**config.mk**
```make
export PLATFORM = sky130hd
export DESIGN_NAME = slot_flag_packet_ring
export DESIGN_NICKNAME = d
export VERILOG_FILES = /design/src/design/sfpr_pkg.sv /design/src/design/sfpr_ctrl.sv /design/src/design/sfpr_datapath.sv /design/src/design/slot_flag_packet_ring.sv
export SDC_FILE = /design/constraint.sdc
export NUM_CORES = 1
export LEC_CHECK = 0
export BUFFER_PORTS_ARGS = -buffer_cell sky130_fd_sc_hd__buf_2
export CORE_ASPECT_RATIO = 2
export CORE_UTILIZATION = 35
export CTS_CLUSTER_SIZE = 14
export DETAILED_ROUTE_END_ITERATION = 8
export PLACE_DENSITY = 0.46
export SLEW_MARGIN = 20
export SYNTH_ARGS = -nofsm -noshare
export SYNTH_HDL_FRONTEND = slang
export SYNTH_SLANG_ARGS = --single-unit
```
**constraint.sdc**
```tcl
create_clock -name clk -period 16.5 [get_ports clk]
set_clock_uncertainty 0.05 [all_clocks]
set_input_delay 1.65 -clock clk [delete_from_list [all_inputs] [get_ports clk]]
set_output_delay 1.65 -clock clk [all_outputs]
set_load 0.05 [all_outputs]
```
**src/design/sfpr_pkg.sv**
```systemverilog
// Types, codes and defaults shared by the packet ring modules.
package sfpr_pkg;

	localparam int SLOT_COUNT_DEF  = 16;
	localparam int PACKET_BITS_DEF = 64;

	localparam logic MODE_STORE = 1'b0;
	localparam logic MODE_FETCH = 1'b1;

	typedef enum logic [2:0] {
		ST_STORED       = 3'd0,
		ST_STORE_FAILED = 3'd1,
		ST_FULL         = 3'd2,
		ST_FETCHED      = 3'd3,
		ST_FETCH_FAILED = 3'd4,
		ST_EMPTY        = 3'd5
	} status_t;

	typedef struct packed {
		logic        mode;
		logic [63:0] packet_in;
	} in_item_t;

	typedef struct packed {
		logic [2:0]  status;
		logic [63:0] packet_out;
		logic [4:0]  packets_held;
	} out_item_t;

	// controller -> datapath
	typedef struct packed {
		logic take;      // execute the incoming transaction this cycle
		logic load_out;  // move the pending result into the output register
	} dp_cmd_t;

endpackage

```
**src/design/sfpr_ctrl.sv**
```systemverilog
// Controller: sequences one transaction through execute and result load.
module sfpr_ctrl import sfpr_pkg::*; (
	input  logic    clk,
	input  logic    arst_n,
	input  logic    in_valid,
	output logic    in_stall,
	output logic    out_valid,
	input  logic    out_stall,
	output dp_cmd_t cmd
);

	typedef enum logic {
		S_IDLE,
		S_RESULT
	} state_t;

	state_t state_q;
	logic   out_valid_q;
	logic   out_free;

	assign out_free     = !out_valid_q || !out_stall;
	assign in_stall     = (state_q != S_IDLE);
	assign cmd.take     = in_valid && (state_q == S_IDLE);
	assign cmd.load_out = (state_q == S_RESULT) && out_free;
	assign out_valid    = out_valid_q;

	always_ff @(posedge clk or negedge arst_n) begin
		if (!arst_n) begin
			state_q     <= S_IDLE;
			out_valid_q <= 1'b0;
		end else begin
			unique case (state_q)
				S_IDLE: begin
					if (cmd.take) begin
						state_q <= S_RESULT;
					end
				end
				S_RESULT: begin
					if (out_free) begin
						state_q <= S_IDLE;
					end
				end
				default: begin
					state_q <= S_IDLE;
				end
			endcase
			if (cmd.load_out) begin
				out_valid_q <= 1'b1;
			end else if (!out_stall) begin
				out_valid_q <= 1'b0;
			end
		end
	end

endmodule

```
**src/design/sfpr_datapath.sv**
```systemverilog
// Datapath: slot flags, ring positions, packet count, payload memory, result register.
module sfpr_datapath import sfpr_pkg::*; #(
	parameter int SLOT_COUNT  = SLOT_COUNT_DEF,
	parameter int PACKET_BITS = PACKET_BITS_DEF
) (
	input  logic      clk,
	input  logic      arst_n,
	input  dp_cmd_t   cmd,
	input  in_item_t  in_data,
	output out_item_t out_data
);

	localparam int IDX_W = $clog2(SLOT_COUNT);
	localparam int CNT_W = $clog2(SLOT_COUNT + 1);

	logic [SLOT_COUNT-1:0]  flags_q;
	logic [IDX_W-1:0]       write_pos_q;
	logic [IDX_W-1:0]       read_pos_q;
	logic [CNT_W-1:0]       count_q;
	status_t                status_q;
	out_item_t              out_q;

	logic [PACKET_BITS-1:0] mem [SLOT_COUNT];
	logic [PACKET_BITS-1:0] rd_s1;

	logic [IDX_W-1:0]        start;
	logic [SLOT_COUNT-1:0]   search_vec;
	logic [2*SLOT_COUNT-1:0] dbl;
	logic [IDX_W-1:0]        ofs;
	logic [IDX_W:0]          sum;
	logic [IDX_W-1:0]        slot;
	logic                    is_full;
	logic                    is_empty;
	logic                    do_store;
	logic                    do_fetch;

	// index of the lowest set bit; isolate it, then encode
	function automatic logic [IDX_W-1:0] first_set(input logic [SLOT_COUNT-1:0] v);
		logic [SLOT_COUNT-1:0] low;
		logic [IDX_W-1:0]      idx;
		low = v & (~v + 1'b1);
		idx = '0;
		for (int i = 0; i < SLOT_COUNT; i++) begin
			if (low[i]) begin
				idx = idx | IDX_W'(i);
			end
		end
		return idx;
	endfunction

	always_comb begin
		if (in_data.mode == MODE_STORE) begin
			start      = (write_pos_q == IDX_W'(SLOT_COUNT - 1)) ? '0 : write_pos_q + 1'b1;
			search_vec = ~flags_q;
		end else begin
			start      = read_pos_q;
			search_vec = flags_q;
		end
	end

	// rotate so the search start sits at bit 0, find, then map back onto the ring
	assign dbl  = {search_vec, search_vec} >> start;
	assign ofs  = first_set(dbl[SLOT_COUNT-1:0]);
	assign sum  = {1'b0, start} + {1'b0, ofs};
	assign slot = (sum >= (IDX_W + 1)'(SLOT_COUNT)) ?
		IDX_W'(sum - (IDX_W + 1)'(SLOT_COUNT)) : sum[IDX_W-1:0];

	// count below depth guarantees a free slot; nonzero count guarantees a full one
	assign is_full  = (count_q == CNT_W'(SLOT_COUNT));
	assign is_empty = (count_q == '0);
	assign do_store = cmd.take && (in_data.mode == MODE_STORE) && !is_full;
	assign do_fetch = cmd.take && (in_data.mode == MODE_FETCH) && !is_empty;

	always_ff @(posedge clk or negedge arst_n) begin
		if (!arst_n) begin
			flags_q     <= '0;
			write_pos_q <= '0;
			read_pos_q  <= '0;
			count_q     <= '0;
		end else begin
			if (do_store) begin
				flags_q[slot] <= 1'b1;
				write_pos_q   <= slot;
				count_q       <= count_q + 1'b1;
			end else if (do_fetch) begin
				flags_q[slot] <= 1'b0;
				read_pos_q    <= slot;
				count_q       <= count_q - 1'b1;
			end
		end
	end

	always_ff @(posedge clk) begin
		if (do_store) begin
			mem[slot] <= in_data.packet_in[PACKET_BITS-1:0];
		end
		if (do_fetch) begin
			rd_s1 <= mem[slot];
		end
	end

	always_ff @(posedge clk) begin
		if (cmd.take) begin
			if (in_data.mode == MODE_STORE) begin
				status_q <= is_full ? ST_FULL : ST_STORED;
			end else begin
				status_q <= is_empty ? ST_EMPTY : ST_FETCHED;
			end
		end
		if (cmd.load_out) begin
			out_q.status       <= status_q;
			out_q.packet_out   <= (status_q == ST_FETCHED) ? 64'(rd_s1) : '0;
			out_q.packets_held <= 5'(count_q);
		end
	end

	assign out_data = out_q;

endmodule

```
**src/design/slot_flag_packet_ring.sv**
```systemverilog
// A result passes two registers: the accept cycle runs the slot-flag find and the payload
// memory write or read into the status and read registers, and the result state then
// loads the output register, waiting there while the output is stalled. No new
// transaction is accepted until the result has moved into the output register.
// Reset clears slot flags, positions and count at once; the payload memory is not
// cleared, since only slots flagged full are ever read.
module slot_flag_packet_ring import sfpr_pkg::*; #(
	parameter int SLOT_COUNT  = SLOT_COUNT_DEF,
	parameter int PACKET_BITS = PACKET_BITS_DEF
) (
	input  logic      clk,
	input  logic      arst_n,
	input  logic      in_valid,
	output logic      in_stall,
	input  in_item_t  in_data,
	output logic      out_valid,
	input  logic      out_stall,
	output out_item_t out_data
);

	dp_cmd_t cmd;

	sfpr_ctrl u_ctrl (
		.clk       (clk),
		.arst_n    (arst_n),
		.in_valid  (in_valid),
		.in_stall  (in_stall),
		.out_valid (out_valid),
		.out_stall (out_stall),
		.cmd       (cmd)
	);

	sfpr_datapath #(
		.SLOT_COUNT  (SLOT_COUNT),
		.PACKET_BITS (PACKET_BITS)
	) u_dp (
		.clk      (clk),
		.arst_n   (arst_n),
		.cmd      (cmd),
		.in_data  (in_data),
		.out_data (out_data)
	);

endmodule

```
==> run_results.csv <==
group,metric,value,unit
outcome,status,"finished clean",
run,drv_cap,0,
global_route,grt_overflow_total,0,
finish,seq_area,0.03570,mm^2
global_route,grt_use_total,16.52,%
floorplan,rows,187,
clock_network,clock_latency,0.73,ns
finish,nFillCells,11554,
finish,drive_above_1_share,31.65,%
synth,yosysWarningCount,0,
routing,ant_nets,0,
setup_path,endpoint_kind,"flop",
clock_network,cts_buffers,107,
timing,finalSetupViolCount,0,
setup_path,arrival,9.03,ns
placement,pre_cts_slack,6.823,ns
finish,multiInputGateArea,0.009891,mm^2
floorplan,die_h,514.4,um
synth,ys_types,48,
synth,synthesis.area,0.04595,mm^2
floorplan,fp.dieW,258.2,um
timing,tightest_slew,1.025,ns
placement,postPlaceCellArea,0.04904,mm^2
placement,portBuffers,142,
setup_path,cp_cell_sequence,"buf_2 > a311oi_1 > a21o_1 > mux2i_1 > mux2i_1 > mux2_2 > nand4bb_1 > or4_1 > o32ai_1 > ha_4 > buf_4 > nor2b_1 > nand2_1 > nor2_4 > buf_4",
setup_path,cp_data_required_time,16.78,ns
routing,wl,107500,um
synth,syn_inst,1945,
setup_path,critPathBufInv,3,
setup_path,worstSetupPathType,"in2reg",
global_route,grt_max_degree,124,
timing,slew_violations,0,
clock_network,cts_tree,"built",
routing,drc,0,
setup_path,cp-start-kind,"input port",
timing,fmax,114.3,MHz
clock_network,cts_root_buf,"clkbuf_16",
synth,ys_async_sr_fraction,2.596,%
global_route,grt_pass1_vias,22388,
clock_network,cts-hold-fix-buffers,0,
global_route,grt_pass1_wl,158200,um
synth,avgSynthCellArea,23.63,um^2
routing,routedWlPerCell,27.40,um
finish,syn2layout_area_growth,13.93,%
floorplan,start_util,35.32,%
clock_network,cts_buffer_depth,3,
floorplan,core_area,0.1301,mm^2
finish,final_area,0.05235,mm^2
synth,ys_ff_latch,1194,
worst_hold_path,hp-class,"reg2reg",
routing,routed_via_density,5.170,
clock_network,cts.clk_slew.worst_paths,0.06,ns
setup_path,cp_max_fo,49,
finish,nets,2221,
clock_network,cts_resized,0,
timing,tns,0,ns
timing,rsz0062_at_grt,"no",
timing,final.period_utilization,53.02,%
setup_path,critical-path-slowest-cell,"buf_4",
floorplan,die_area,0.1328,mm^2
routing,dr.pass1.iters,5,
timing,fin_ws,7.752,ns
clock_network,htree_num_levels,3,
placement,post-dp-hpwl,60150,um
synth,synth_edf_count,1163,
routing,drtIter0Drc,1456,
synth,synth_nets,2023,
setup_path,worst_path_largest_cell_delay,0.89,ns
synth,ys_seq_area_share,77.69,%
placement,gp_congestion,0.7839,
timing,fin_crit,8.748,ns
global_route,grt_antenna_before_repair,16,
timing,report.final.hold_viol_count,0,
clock_network,cts.sinks,1194,
timing,slew_headroom,31.69,%
routing,dr_total_vias,20293,
setup_path,cp_top_family,"simple AND/OR/NAND/NOR gates",
finish,fin_util,40.24,%
clock_network,postCtsSetupBuffers,0,
floorplan,ios,143,
synth,yosys_most_used_dff,"edfxtp_1",
==> synthesized netlist by cell type, drive strengths merged, types with 2 or more instances <==
cell / number / area share (%)
mux2i: 74 / 1.6
dfrtp: 31 / 1.7
nor3b: 8 / 0.13
a21oi: 8 / 0.087
nand3: 3 / 0.033
nor2: 21 / 0.17
a311oi: 2 / 0.052
o31ai: 8 / 0.13
or3: 2 / 0.027
a21o: 5 / 0.082
mux4: 320 / 16
a21boi: 2 / 0.033
nand4bb: 2 / 0.049
or2: 2 / 0.027
nor4: 2 / 0.041
o22ai: 8 / 0.11
xor2: 3 / 0.057
inv: 14 / 0.11
xnor2: 6 / 0.11
edfxtp: 1163 / 76
clkbuf: 73 / 0.60
buf: 28 / 0.52
nor2b: 5 / 0.068
a211oi: 2 / 0.033
fa: 2 / 0.087
nand2: 20 / 0.18
and2: 66 / 0.90
o21ai: 17 / 0.19
mux2: 34 / 0.87
ha: 7 / 0.19
==> worst reg2reg max path, stage by stage (launching register included) <==
cell	delay [ns]
dfrtp_1	0.43
ha_1	0.76
mux2_1	0.40
mux2i_1	0.33
mux2i_1	0.15
mux2_2	0.33
mux2i_2	0.27
o21ai_0	0.16
a21oi_1	0.19
o21ai_0	0.11
a21oi_1	0.19
o32ai_1	0.15
ha_4	0.21
fa_4	1.27
buf_12	0.62
nand3_1	0.50
nor2_4	0.76
buf_4	0.79
==> registers in the layout, summed over array words and instances (netlist names), named ones only <==
signal            cells
u_dp.read_pos_q       4
u_dp.status_q         3
u_dp.write_pos_q      4
u_dp.count_q          5
u_dp.rd_s1           64
u_dp.out_data        72
u_ctrl.in_stall       1
u_ctrl.out_valid      1
u_dp.mem           1024
==> area by class of cell <==
cell class                      count  area share, %
Multi-Input combinational cell    636          18.89
Antenna cell                        3        0.01434
Tap cell                         1701          4.065
Sequential cell                  1194          68.19
Clock inverter                     59          1.011
Inverter                           14         0.1052
Timing Repair Buffer              190          2.419
Clock buffer                      128          5.306
==> final timing paths <==
path	to	slack, ns	depth (start not counted)	start
setup / recovery	u_dp.mem[5][13]$_DFFE_PP_	7.75	15	in_data[64]
hold / removal	u_dp.out_data[70]$_DFFE_PP_	0.42	0	u_dp.status_q[1]$_DFFE_PP_
setup reg to reg	u_dp.mem[7][10]$_DFFE_PP_	8.40	17	u_dp.write_pos_q[0]$_DFFE_PN0P_
hold reg to reg	u_dp.out_data[70]$_DFFE_PP_	0.42	0	u_dp.status_q[1]$_DFFE_PP_
max in group asynchronous	asynchronous set/reset pin	14.92	1	arst_n
min in group asynchronous	u_dp.read_pos_q[3]$_DFFE_PN0P_	0.94	1	arst_n
==> layer usage <==
metal / share of wire [%] / track usage, %
met3: 3.7 / 2.810
met5: 0.12 / 0
met4: 1.8 / 4.118
met2: 53 / 29.04
met1: 42 / 21.06
==> kinds of logic (layout without fill, tap and decap cells) <==
| group | after synthesis | in the layout | share of synthesized area (%) |
|---|---|---|---|
| other | 0 | 3 | 0 |
| buffers and inverters | 115 | 391 | 1.228 |
| adder cells (fa/ha/maj) | 9 | 9 | 0.2777 |
| XOR/XNOR | 9 | 9 | 0.1715 |
| AO/OA/AOI/OAI | 57 | 57 | 0.8114 |
| multiplexers | 428 | 428 | 18.17 |
| AND/OR/NAND/NOR | 133 | 133 | 1.656 |
| flip-flops | 1194 | 1194 | 77.69 |
==> stage by stage <==
| stage | hold slack (ns) | cells |
|---|---|---|
| finish | 0.4167 | 3925 |
| global route | 0.4320 | 3923 |
| CTS | 0.4199 | 3922 |
| detailed placement | 0.4040 | 3735 |
| global placement | 0.3930 | 3726 |
| floorplan | 0.3762 | 1945 |
==> cell usage in the layout (no fill, tap or decap), drive strengths merged, types with 21 or more instances in the layout <==
cell type	instances
nor2	21
mux4	320
mux2	34
dfrtp	31
mux2i	74
and2	66
buf	190
clkbuf	128
edfxtp	1163
clkinv	46
Power is not shown: default switching activity piles up to over one toggle a cycle in this logic, so the estimate is an artifact.
